**config.mk**
```make
export PLATFORM = sky130hd
export DESIGN_NAME = lbg_div
export DESIGN_NICKNAME = d
export VERILOG_FILES = /design/src/hw/rtl/lbg_pkg.sv /design/src/hw/rtl/lbg_div.sv
export SDC_FILE = /design/constraint.sdc
export NUM_CORES = 1
export LEC_CHECK = 0
export BUFFER_PORTS_ARGS = -buffer_cell sky130_fd_sc_hd__buf_4
export CORE_UTILIZATION = 30
export DETAILED_ROUTE_END_ITERATION = 10
export PLACE_DENSITY = 0.54
export SLEW_MARGIN = 20
export SYNTH_ARGS = -nofsm -noshare
export SYNTH_HDL_FRONTEND = slang
export SYNTH_SLANG_ARGS = --single-unit
```
**constraint.sdc**
```tcl
create_clock -name clk -period 3.4 [get_ports clk]
set_input_delay 0.34 -clock clk [delete_from_list [all_inputs] [get_ports clk]]
set_output_delay 0.34 -clock clk [all_outputs]
set_load 0.05 [all_outputs]
```
**src/hw/rtl/lbg_pkg.sv**
```systemverilog
`default_nettype none
package lbg_pkg;

	// Input transaction payload.
	typedef struct packed {
		logic [1:0]         action;
		logic signed [31:0] coef_zero;
		logic signed [31:0] coef_one;
		logic signed [31:0] coef_two;
		logic signed [31:0] coef_three;
		logic [7:0]         confidence;
		logic [22:0]        speed;
	} in_t;

	// Result transaction payload.
	typedef struct packed {
		logic               valid_res;
		logic signed [31:0] distance;
		logic signed [23:0] heading_deg;
		logic signed [23:0] lateral_rate;
		logic signed [31:0] curvature;
		logic signed [31:0] curvature_rate;
		logic [19:0]        crossing_time;
		logic               lane_change;
	} out_t;

	// Configuration register indexes.
	localparam logic [1:0] CFG_WHEEL_BASE = 2'd0;
	localparam logic [1:0] CFG_HOST_WIDTH = 2'd1;

	localparam logic [19:0] WHEEL_BASE_RST = 20'd183501;
	localparam logic [18:0] HOST_WIDTH_RST = 19'd124518;

	localparam int HOLD_FRAMES = 15;
	localparam int HOLD_W      = 5;

	// Fixed-point constants.
	localparam logic signed [31:0] Q16_ONE      = 32'sd65536;
	localparam logic [19:0]        TTC_MAX      = 20'd655360;
	localparam logic [22:0]        RATE_MIN     = 23'd66;
	localparam logic signed [32:0] JUMP_THR     = 33'sd163840;
	localparam logic signed [31:0] NEAR_THR     = 32'sd6554;
	localparam logic signed [31:0] OFFSET_RESET = 32'sd117965;
	localparam int                 HDG_LIM      = 5898240;
	localparam int                 LAT_LIM      = 6553600;

	// Shared multiplier geometry.
	localparam int MUL_A_W = 35;
	localparam int MUL_B_W = 30;
	localparam int PROD_W  = MUL_A_W + MUL_B_W;

	// Working width of the polynomial accumulators.
	localparam int ACC_W = 48;

	// CORDIC geometry.
	localparam int CORDIC_STEPS = 23;
	localparam int CIDX_W       = 5;
	localparam int XY_W         = 36;
	localparam int UV_W         = 34;
	localparam int Z_W          = 26;
	localparam logic signed [UV_W-1:0] KINV_Q30 = 34'sd652032874;

	// Divider geometry: quotient bits after the overflow test.
	localparam int DIV_STEPS = 20;
	localparam int DIV_CNT_W = 5;

	// Saturate a wide signed value to 32 bits.
	function automatic logic signed [31:0] sat_s32(input logic signed [ACC_W-1:0] x);
		logic signed [ACC_W-1:0] hi;
		logic signed [ACC_W-1:0] lo;
		hi = 48'sd2147483647;
		lo = -48'sd2147483648;
		if (x > hi) begin
			return 32'sh7FFF_FFFF;
		end else if (x < lo) begin
			return 32'sh8000_0000;
		end
		return x[31:0];
	endfunction

	// atan(2^-i) in degrees, Q16.16.
	function automatic logic [21:0] atan_deg(input logic [CIDX_W-1:0] i);
		case (i)
			5'd0:  return 22'd2949120;
			5'd1:  return 22'd1740967;
			5'd2:  return 22'd919879;
			5'd3:  return 22'd466945;
			5'd4:  return 22'd234379;
			5'd5:  return 22'd117304;
			5'd6:  return 22'd58666;
			5'd7:  return 22'd29335;
			5'd8:  return 22'd14668;
			5'd9:  return 22'd7334;
			5'd10: return 22'd3667;
			5'd11: return 22'd1833;
			5'd12: return 22'd917;
			5'd13: return 22'd458;
			5'd14: return 22'd229;
			5'd15: return 22'd115;
			5'd16: return 22'd57;
			5'd17: return 22'd29;
			5'd18: return 22'd14;
			5'd19: return 22'd7;
			5'd20: return 22'd4;
			5'd21: return 22'd2;
			5'd22: return 22'd1;
			default: return 22'd0;
		endcase
	endfunction

endpackage
`default_nettype wire

```
**src/hw/rtl/lbg_div.sv**
```systemverilog
`default_nettype none
// Restoring divider for the crossing time: (num << 16) / den, clamped.
// An overflowing quotient is detected up front, so only the low quotient
// bits are iterated, one per cycle.
module lbg_div (
	input  wire logic         clk,
	input  wire logic         arst_n,
	input  wire logic         start,
	input  wire logic [30:0]  num,
	input  wire logic [22:0]  den,
	output logic              done,
	output logic [19:0]       quot
);

	logic                              run_q;
	logic [lbg_pkg::DIV_CNT_W-1:0]     cnt_q;
	logic [22:0]                       rem_q;
	logic [19:0]                       bits_q;
	logic [19:0]                       q_q;
	logic [22:0]                       den_q;
	logic [23:0]                       trial;
	logic                              fit;

	assign trial = {rem_q, bits_q[19]};
	assign fit   = trial >= {1'b0, den_q};
	assign quot  = (q_q > lbg_pkg::TTC_MAX) ? lbg_pkg::TTC_MAX : q_q;

	always_ff @(posedge clk or negedge arst_n) begin
		if (!arst_n) begin
			run_q <= 1'b0;
			cnt_q <= '0;
			done  <= 1'b0;
		end else begin
			done <= 1'b0;
			if (start) begin
				cnt_q <= '0;
				// Quotient of 2^20 or more clamps at once.
				if (num[30:4] >= {4'b0, den}) begin
					done <= 1'b1;
				end else begin
					run_q <= 1'b1;
				end
			end else if (run_q) begin
				cnt_q <= cnt_q + 1'b1;
				if (cnt_q == lbg_pkg::DIV_CNT_W'(lbg_pkg::DIV_STEPS - 1)) begin
					run_q <= 1'b0;
					done  <= 1'b1;
				end
			end
		end
	end

	always_ff @(posedge clk) begin
		if (start) begin
			den_q  <= den;
			rem_q  <= num[26:4];
			bits_q <= {num[3:0], 16'b0};
			q_q    <= (num[30:4] >= {4'b0, den}) ? lbg_pkg::TTC_MAX : '0;
		end else if (run_q) begin
			bits_q <= {bits_q[18:0], 1'b0};
			q_q    <= {q_q[18:0], fit};
			rem_q  <= fit ? 23'(trial - {1'b0, den_q}) : trial[22:0];
		end
	end

endmodule
`default_nettype wire

```
# Word level (Yosys, flattened, before mapping)
# Cells that the tools add are included.
word_totals:
  regBits: 77
  output_inout_bits: 21
  wordCells: 34
classes:
  add_sub_neg: 2
  order_cmp: 3
  n_eq_ne: 2
  n_mux: 19
  n_reduce_logical: 1
ops:
  columns: ["op", "count"]
  rows:
  - ["20-bit two-way mux", 6]
  - ["23-bit two-way mux", 3]
  - ["27-bit by 23-bit >= comparator with 1-bit output", 1]
  - ["24-bit by 23-bit >= comparator with 1-bit output", 1]
  - ["23-bit subtractor", 1]
  - ["20-bit greater-than comparator, second input constant", 1]
  - ["5-bit two-way mux", 2]
  - ["1-bit two-way mux", 8]
  - ["5-bit by 1-bit adder with 5-bit output, second input constant", 1]
  - ["5-bit equality test, second input constant", 1]
  - ["2-bit != test, second input constant", 1]
  - ["2-bit nonzero test", 1]

# Logic depth before layout (Yosys ltp)
# Gate-level depths: netlist of the first run.
depth:
  word_depth: 4
  depth_mapped: 13
  ltp_nobuf: 11

# Worst setup path before layout of the first run
# Ideal clock, no wire load.
synth_path:
  path_kind: "register to register"
  startpoint: "reg bits_q[19]"
  endpoint: "reg rem_q[18] (data pin)"
  arrival_ps: 2341
  slack_ps: 798
  path_stages_with_launch: 11
  period_less_slack_ps: 2602
  cell_sequence: "edfxtp_1 inv_1 ha_1 fa_1 nor2b_4 o31a_1 o21ai_4 o311a_1 o31ai_1 xor2_1 a221o_1"
synth_between:
  elab_chain_len: 4
  word_cells_on_any_way: 5
  classes_between: "1 x add/sub; 1 x order compare; 3 x mux"
synth_rtl:
  columns: ["item", "line", "rtl"]
  rows:
  - ["start: declaration", "lbg_div.sv:18", "logic [19:0] bits_q;"]
  - ["start signal: assignment", "lbg_div.sv:57", "bits_q <= {num[3:0], 16'b0};"]
  - ["start signal: assignment", "lbg_div.sv:60", "bits_q <= {bits_q[18:0], 1'b0};"]
  - ["23-bit subtractor / 24-bit by 23-bit >= comparator with 1-bit output (equally long branches)", "lbg_div.sv:62, lbg_div.sv:25", null]
  - ["23-bit two-way mux (*)", "lbg_div.sv:62", "rem_q <= fit ? 23'(trial - {1'b0, den_q}) : trial[22:0];"]
  - ["23-bit two-way mux (*)", "lbg_div.sv:59", "end else if (run_q) begin"]
  - ["23-bit two-way mux (*)", "lbg_div.sv:54", "if (start) begin"]
  - ["end signal: assignment", "lbg_div.sv:56", "rem_q <= num[26:4];"]
  - ["end signal: assignment", "lbg_div.sv:62", null]
  - ["end: declaration", "lbg_div.sv:17", "logic [22:0] rem_q;"]
# Every way passes the cells marked *; elsewhere a longest branch is shown, timed or not. The select of a mux whose other input is x is not followed.
# A chain may end at the register's enable or synchronous reset.

# Final worst setup path of the first run
# Ends and elaborated chain as after synthesis.

==> results of run 1 <==
[metrics by stage]
step | instances | setup WS [ns]
after floorplan | 521 | 0.7981
after global placement | 806 | 0.4898
after detailed placement | 806 | 0.3489
after CTS | 823 | 0.3594
after global routing | 823 | 0.1883
final | 823 | 0.3984
[what timing repair did]
item | CTS | global route
endpoints found under the setup margin | 0 | 0
hold buffers | 1 | 0
hold endpoints to repair | 7 | 0
resized for setup | 0 | 0
[state kept, by name, summed over array words and instances, names as in the netlist]
signal	cells
den_q	23
rem_q	23
q_q	20
cnt_q	5
bits_q	4
done	1
run_q	1
[worst max-delay path, cell delays in order (launching register included)]
cell      delay [ns]
edfxtp_1        0.37
inv_1           0.09
ha_1            0.18
fa_1            0.27
nor2b_4         0.06
o31a_1          0.30
o21ai_4         0.24
o21ai_2         0.14
o21ai_4         0.21
and2_4          0.38
nor2_1          0.16
a221o_1         0.35
[worst paths after layout]
path                                            from                    to  cells past startpoint
max in group asynchronous                     arst_n        done$_DFF_PN0_                      2
worst max-delay path            bits_q[19]$_DFFE_PP_   rem_q[18]$_DFFE_PP_                     11
worst min register to register  bits_q[18]$_DFFE_PP_  bits_q[19]$_DFFE_PP_                      1
worst min-delay path                         den[19]   den_q[19]$_DFFE_PP_                      1
min in group asynchronous                     arst_n  cnt_q[0]$_DFFE_PN0P_                      2
worst max register to register  bits_q[19]$_DFFE_PP_   rem_q[18]$_DFFE_PP_                     11
[final cells by class]
| cell class | count | area share (%) |
|---|---|---|
| clock inverter | 4 | 0.4549 |
| sequential | 77 | 36.00 |
| multi-input combinational | 373 | 41.77 |
| clock buffer | 12 | 4.391 |
| inverter | 55 | 3.263 |
| timing repair buffer | 82 | 9.771 |
| tap | 220 | 4.351 |
[report_power, final]
group          switching (uW)  leakage, uW  total, uW  internal [uW]
Combinational            1320      0.00181       2240            922
Sequential                157     0.000803       1500           1340
Clock                     391     0.000146        970            578
Total                    1870      0.00276       4710           2840
[cell usage after synthesis, types with 2 or more instances]
library cell  instances  area share, %
o21bai_1              2           0.29
a31oi_1               6           0.72
xor2_1                7            1.2
o21ai_1               3           0.29
inv_1                55            4.0
a41oi_1               2           0.34
nor2b_1              39            4.7
mux2_2                5            1.1
o31a_1                2           0.34
nand3_1              10           0.96
nand2_1              39            2.8
mux2i_1               2           0.38
a21o_1               12            1.7
a221o_1               4           0.77
buf_2                 2           0.19
o21ai_4               2           0.62
or3_1                 4           0.48
o31ai_1               3           0.43
a31oi_2              10            2.4
edfxtp_1             70             40
nand2b_1              2           0.24
ha_1                 47             11
nor2_1               42            3.0
or2_2                 2           0.24
clkbuf_1             12           0.86
nand2_2              11            1.3
a2bb2oi_1             3           0.50
xnor2_1              14            2.4
o21a_1                6           0.86
nor3_1                5           0.48
buf_8                 2           0.58
and3_1                5           0.60
o21ai_0              17            1.6
nor4_2                2           0.48
nor4_1                3           0.36
o211ai_1              2           0.29
nand4_1               9            1.1
dfrtp_1               7            3.4
a21oi_1              33            3.2
a211oi_1              2           0.29
[layer usage]
metal	global-route usage, %	vias to the layer above	wire (um)	part of all wire, %
li1	-	2012	-	-
met1	19.51	1860	5926	50
met3	2.494	14	308	2.6
met5	0	-	0	0
met2	22.63	47	5482	46
met4	6.061	0	218	1.8
[cell families after synthesis]
family | synth area share (%)
AND/OR/NAND/NOR | 17.94
AO/OA/AOI/OAI | 16.11
flip-flops | 43.70
buffers and inverters | 5.594
adder cells (fa/ha/maj) | 11.67
XOR/XNOR | 3.529
multiplexers | 1.465
==> flow_summary_export.csv, run 1 <==
group,metric,value,unit
placed_design,gp_congestion,0.8041,
sta,post-route-min-period,3.002,ns
pwr,ir_drop,0.2940,mV
cts,h-tree-depth,3,
finish,multi_input_area,0.002643,sq mm
sta,setup-tns-final,0,ns
detailed_routing,antenna_left,0,
cts,cts_sinks,77,
grt,grt_max_degree,53,
cts,cts_buffer_depth,2,
synthesis,synth-seq-cells,77,
finish,fin_util,37.75,%
synthesis,ys_seq_area_share,43.70,%
sta,slew_headroom,55.23,%
synthesis,syn_avg_cell_area,10.00,sq um
cts,cts_tree,"yes",
die,initial_utilization,31.09,%
finish,drive_gt1_share,21.89,%
placed_design,hpwl,8.988,mm
sta,fin_skew,0.007049,ns
synthesis,syn_area,0.005211,sq mm
die,fp.coreArea,0.01676,sq mm
worst_hold_path,min_path_type,"primary input to flip-flop",
finish,area_growth_syn_to_layout,21.39,%
sta,timing.fmax,333.2,MHz
pwr,power_leakage,0.002755,uW
pwr,p_total,4711,uW
worst_setup_path,cp.arrival,3.10,ns
cts,cts-root-buf,"clkbuf_16",
synthesis,synthCells,521,
worst_setup_path,critPathMaxFanout,23,
sta,timing.final.crit_share,88.28,%
outcome,status,"complete, no violations",
die,io_pins,78,
cts,post-cts-setup-buffers,0,
detailed_routing,drt_wl_total,11.94,mm
worst_setup_path,end_kind,"flip-flop",
finish,fill_cells,1675,
grt,grt_pass1_wl,20.27,mm
finish,mostFrequentLayoutCells,"buf_4 (81), edfxtp_1 (70), inv_1 (55), ha_1 (47), nor2_1 (42)",
worst_setup_path,r2r_setup_slack,0.40,ns
cts,numCtsBuffers,9,
sta,tightest_slew,0.6716,ns
worst_setup_path,critical_path_required,3.50,ns
detailed_routing,drc_errors,0,
sta,rsz0062_at_grt,"no",
synthesis,synth-edff-count,70,
die,die_w,133.8,um
sta,setup_violations,0,
finish,post-route-cell-area,0.006326,sq mm
worst_setup_path,crit_type,"flip-flop to flip-flop",
synthesis,yosysUniqueCellTypes,56,
sta,hold_ws,0.1723,ns
finish,final_common_cell,"buf_4",
cts,clk_latency,0.35,ns
synthesis,syn_nets,626,
detailed_routing,drtIter0Drc,207,
detailed_routing,wl_per_cell,14.50,um
detailed_routing,viasPerCell,4.779,
die,die_y,133.8,um
finish,nNetsFinal,703,
finish,antenna_cells,0,
detailed_routing,drtPass1Iterations,4,
cts,cts.clk_slew.worst_paths,0.06,ns
sta,finalHoldViolations,0,
grt,grt_usage,14.40,%
placed_design,io_buffers,77,
grt,grt_pass1_vias,4023,
placed_design,dpl_cell_area,0.006010,sq mm
sta,slew_viol_final,0,
finish,final-seq-area,0.002277,sq mm
die,fp-row-count,47,
grt,antenna_found_initial,0,
detailed_routing,vias,3933,
grt,overflow,0,
synthesis,synth_ff_type,"edfxtp_1",
die,die-area,0.01790,sq mm
worst_setup_path,cp-start-kind,"flip-flop",
synthesis,synthArstFlopShare,9.091,%
synthesis,synth_warnings,0,
job,drv_cap,0,
pwr,p_per_area,744.6,mW/mm^2
No activity file was read; power rests on OpenSTA's default activity.
==> run 2, diff against run 1 <==
Settings changed: BUFFER_PORTS_ARGS -buffer_cell sky130_fd_sc_hd__buf_4 to not set, DONT_BUFFER_PORTS set to 1, PLACE_DENSITY 0.54 to 0.46, RECOVER_POWER set to 50.
==> flow_summary_export.csv, run 2 (synthesized netlist as in run 1, its figures left out) <==
group,metric,value,unit
sta,setup-tns-final,0,ns
worst_hold_path,min_path_type,"primary input to flip-flop",
detailed_routing,drc_errors,0,
cts,cts_tree,"yes",
sta,tightest_slew,1.426,ns
grt,grt_usage,14.02,%
die,fp-row-count,47,
outcome,status,"complete, no violations",
cts,cts_sinks,77,
finish,drive_gt1_share,12.36,%
finish,fill_cells,1717,
sta,slew_viol_final,0,
sta,timing.final.crit_share,89.52,%
sta,finalHoldViolations,0,
grt,overflow,0,
worst_setup_path,path_cells,"nor4_1 > nand4_1 > o41a_1 > o21a_1 > or2_2",
finish,antenna_cells,0,
placed_design,io_buffers,0,
die,die-area,0.01790,sq mm
finish,post-route-cell-area,0.005823,sq mm
worst_setup_path,critPathMaxFanout,18,
worst_setup_path,end_kind,"output pin",
die,fp.coreArea,0.01676,sq mm
cts,clk_latency,0.35,ns
worst_setup_path,cp-start-kind,"flip-flop",
sta,post-route-min-period,3.044,ns
cts,numCtsBuffers,9,
cts,h-tree-depth,3,
detailed_routing,viasPerCell,4.886,
grt,antenna_found_initial,0,
sta,fin_ws,0.3565,ns
sta,rsz0062_at_grt,"no",
worst_setup_path,cpPeakStageDelay,0.54,ns
worst_setup_path,crit_type,"flip-flop to output pin",
die,die_w,133.8,um
cts,cts.clk_slew.worst_paths,0.06,ns
finish,area_growth_syn_to_layout,11.74,%
pwr,power_leakage,0.002439,uW
pwr,p_per_area,781.9,mW/mm^2
finish,mostFrequentLayoutCells,"edfxtp_1 (70), inv_1 (55), ha_1 (47), nor2_1 (42)",
finish,reg_top3,"den_q x23, rem_q x23, q_q x20",
worst_setup_path,cp.arrival,2.70,ns
grt,grt_max_degree,67,
detailed_routing,drt_wl_total,11.97,mm
sta,fin_skew,0.009816,ns
finish,final_common_cell,"edfxtp_1",
cts,cts-root-buf,"clkbuf_16",
placed_design,dpl_cell_area,0.005552,sq mm
detailed_routing,wl_per_cell,15.71,um
finish,fin_util,34.74,%
worst_setup_path,critical_path_required,3.06,ns
sta,slew_headroom,4.911,%
die,io_pins,78,
detailed_routing,drtPass1Iterations,4,
die,initial_utilization,31.09,%
detailed_routing,antenna_left,0,
worst_hold_path,min_path_cells,0,
job,drv_cap,0,
pwr,ir_drop,0.2792,mV
placed_design,gp_congestion,0.8014,
worst_setup_path,crit_path_top_delay_cell,"nor4_1",
detailed_routing,drtIter0Drc,155,
sta,setup_violations,0,
die,die_y,133.8,um
placed_design,hpwl,8.950,mm
worst_setup_path,reg2reg_depth,11,
detailed_routing,vias,3723,
finish,nNetsFinal,642,
sta,timing.fmax,328.6,MHz
cts,cts_buffer_depth,2,
placed_design,dp_slack,0.3762,ns
grt,grt_pass1_vias,3736,
grt,grt_pass1_wl,19.30,mm
-- run 2: layer usage --
layer	global-route usage, %	part of all wire (%)	vias up
li1	-	-	1895
met1	18.84	49	1769
met2	20.87	44	50
met3	3.779	5.0	9
met4	6.503	1.8	0
met5	0	0	-
-- run 2: worst max-delay path: cells and delay by family, from the launching register on --
family	cells	cell delay, ns
AO/OA/AOI/OAI	2	0.70
AND/OR/NAND/NOR	3	1.24
flip-flops	1	0.41
-- run 2: final timing paths --
kind | startpoint | endpoint | slack [ns]
min | den[12] | den_q[12]$_DFFE_PP_ | 0.08
min reg2reg | cnt_q[1]$_DFFE_PN0P_ | cnt_q[1]$_DFFE_PN0P_ | 0.56
max reg2reg | bits_q[19]$_DFFE_PP_ | rem_q[18]$_DFFE_PP_ | 0.40
min in group asynchronous | arst_n | cnt_q[1]$_DFFE_PN0P_ | 0.31
max | q_q[8]$_SDFFCE_PP0P_ | quot[17] | 0.36
max in group asynchronous | arst_n | run_q$_DFFE_PN0P_ | 2.86
-- run 2: final cells by class --
| cell class | instances | area [sq um] | area share (%) |
|---|---|---|---|
| Multi-Input combinational cell | 373 | 2643 | 45.38 |
| Sequential cell | 77 | 2277 | 39.11 |
| Tap cell | 220 | 275.3 | 4.727 |
| Clock buffer | 11 | 232.7 | 3.997 |
| Inverter | 55 | 206.4 | 3.545 |
| Timing Repair Buffer | 21 | 160.2 | 2.750 |
| Clock inverter | 5 | 28.78 | 0.4942 |
-- run 2: power by group --
part           total (uW)  internal (uW)  switching [uW]
sequential           1510           1340             166
combinational        2170            876            1300
clock                 870            489             381
-- run 2: what timing repair did --
action	in CTS	in global routing
setup buffers	0	0
endpoints found under the hold margin	7	0
hold buffers	1	0
resized for setup	0	0
-- run 2: through the flow --
step           total power [uW]  cells  hold WS [ns]
3_3_place_gp               3693    745       0.04464
3_5_place_dp               3702    745       0.04459
5_1_grt                    4901    762       0.06550
6_report                   4553    762       0.08205
4_1_cts                    4595    762       0.05224
2_1_floorplan              3270    521       0.04441
==> run 3, diff against run 2 <==
Settings changed: CORE_UTILIZATION 30 to 60, PLACE_DENSITY 0.46 to 0.78.
==> flow_summary_export.csv, run 3 (synthesized netlist as in run 1, its figures left out) <==
group,metric,value,unit
pwr,sequentialPowerShare,35.2,%
worst_setup_path,cp-start-kind,"flip-flop",
detailed_routing,drtIter0Drc,189,
grt,grt_pass1_wl,17.14,mm
placed_design,dp_slack,0.4364,ns
cts,cts_resized,0,
worst_setup_path,cpPeakStageDelay,0.52,ns
worst_setup_path,critPathBufInv,0,
placed_design,io_buffers,0,
finish,reg_top3,"den_q x23, rem_q x23, q_q x20",
sta,fin_ws,0.3262,ns
die,initial_utilization,62.79,%
sta,timing.fmax,325.3,MHz
die,fp-row-count,33,
grt,antenna_found_initial,0,
sta,finalHoldViolations,0,
finish,post-route-cell-area,0.005575,sq mm
die,die-area,0.009062,sq mm
sta,fin_skew,0.01094,ns
pwr,p_switching,1816,uW
cts,cts_hold_buf,1,
outcome,violations,"capacitance limit, slew limit",
pwr,clkPwrFrac,14.6,%
worst_setup_path,path_depth,5,
worst_hold_path,min_path_type,"primary input to flip-flop",
worst_setup_path,critPathMaxFanout,18,
detailed_routing,vias,3759,
worst_setup_path,worstReg2RegEnd,"rem_q[18]$_DFFE_PP_",
detailed_routing,antenna_left,0,
sta,rsz0062_at_grt,"no",
die,die_w,95.20,um
worst_setup_path,path_cells,"nor4_1 > nand4_1 > o41a_1 > o21a_1 > or2_2",
grt,grt_max_degree,67,
worst_setup_path,critical_path_required,3.06,ns
finish,mostFrequentLayoutCells,"edfxtp_1 (70), inv_1 (55), ha_1 (47), nor2_1 (42)",
worst_setup_path,end_kind,"output pin",
cts,clk_latency,0.36,ns
finish,antenna_cells,0,
detailed_routing,drc_errors,0,
cts,cts_sinks,77,
worst_setup_path,crit_path_start,"q_q[8]$_SDFFCE_PP0P_",
pwr,p_per_area,771.3,mW/mm^2
job,drv_cap,1,
finish,area_growth_syn_to_layout,6.987,%
outcome,status,"finished, violations left",
cts,cts_tree,"yes",
die,io_pins,78,
grt,grt_pass1_vias,3544,
die,fp.coreArea,0.008299,sq mm
worst_setup_path,critPathCapture,"quot[17]",
pwr,ir_drop,0.3446,mV
cts,cts-root-buf,"clkbuf_8",
worst_setup_path,crit_path_top_delay_cell,"nor4_1",
sta,post-route-min-period,3.074,ns
sta,timing.final.crit_share,90.40,%
cts,cts_buffer_depth,2,
sta,setup-tns-final,0,ns
worst_hold_path,min_path_cells,1,
sta,tightest_slew,2.078,ns
sta,slew_headroom,-38.55,%
placed_design,hpwl,7.607,mm
cts,cts.clk_slew.worst_paths,0.08,ns
finish,final_common_cell,"edfxtp_1",
pwr,cell_internal_pwr,2484,uW
pwr,p_comb_share,50.2,%
detailed_routing,wl_per_cell,16.16,um
placed_design,dp_cells,628,
worst_setup_path,crit_type,"flip-flop to output pin",
grt,overflow,0,
placed_design,dpl_cell_area,0.005393,sq mm
worst_setup_path,crit_family,"simple AND/OR/NAND/NOR gates",
cts,numCtsBuffers,9,
worst_setup_path,worstReg2RegStart,"bits_q[19]$_DFFE_PP_",
worst_setup_path,r2r_setup_slack,0.40,ns
cts,h-tree-depth,3,
finish,final_cells,645,
sta,hold_ws,0.03811,ns
grt,grt_usage,24.58,%
cts,post-cts-setup-buffers,0,
sta,slew_viol_final,48,
worst_setup_path,reg2reg_depth,11,
die,die_y,95.20,um
finish,nNetsFinal,640,
finish,drive_gt1_share,12.59,%
placed_design,gp_congestion,0.8930,
detailed_routing,drt_wl_total,10.42,mm
pwr,power_leakage,0.002396,uW
detailed_routing,viasPerCell,5.828,
pwr,swShare,42.23,%
sta,setup_violations,0,
detailed_routing,drtPass1Iterations,5,
worst_setup_path,cp.arrival,2.73,ns
[run 3: how the worst min path moves through the flow]
stage,from,endpoint,slack (ns)
after floorplan,arst_n,cnt_q[0]$_DFFE_PN0P_,0.04
after global placement,arst_n,cnt_q[1]$_DFFE_PN0P_,0.04
after detailed placement,arst_n,cnt_q[0]$_DFFE_PN0P_,0.04
after CTS,start,cnt_q[1]$_DFFE_PN0P_,0.03
after global routing,start,cnt_q[0]$_DFFE_PN0P_,0.02
final,start,cnt_q[1]$_DFFE_PN0P_,0.04
[run 3: worst register-to-register path: cells and delay by family, from the launching register on]
| family | cells | cell delay (ns) |
|---|---|---|
| AOI/OAI and AO/OA | 5 | 1.21 |
| adders and majority gates | 2 | 0.46 |
| and+or+nand+nor | 3 | 0.61 |
| buffers and inverters | 1 | 0.10 |
| DFF | 1 | 0.37 |
[run 3: layout make-up]
class                           instances  area, sq um
Clock inverter                          7        48.80
Inverter                               55        206.4
Timing Repair Buffer                   19        145.1
Clock buffer                            9        123.9
Fill cell                             655         2724
Tap cell                              105        131.4
Sequential cell                        77         2277
Multi-Input combinational cell        373         2643
[run 3: power groups by stage]
stage	logic [uW]	clock network [uW]	registers [uW]
final	2160	627	1520
after global routing	2400	674	1540
after CTS	2140	636	1510
after detailed placement	2130	0	1520
after global placement	2090	0	1520
after floorplan	1810	0	1460
[run 3: layer usage]
| metal | vias up | global-route usage, % | share of wire (%) |
|---|---|---|---|
| met3 | 9 | 5.582 | 6.0 |
| met5 | - | 0 | 0 |
| met4 | 0 | 6.439 | 0.76 |
| met2 | 101 | 37.32 | 46 |
| li1 | 1885 | - | - |
| met1 | 1764 | 35.34 | 47 |
[run 3: metrics by stage]
| step | total power (uW) | util [%] |
|---|---|---|
| after CTS | 4284 | 67.18 |
| after floorplan | 3270 | - |
| after global placement | 3602 | 64.98 |
| after global routing | 4611 | 67.18 |
| final | 4300 | 67.18 |
| after detailed placement | 3650 | 64.98 |
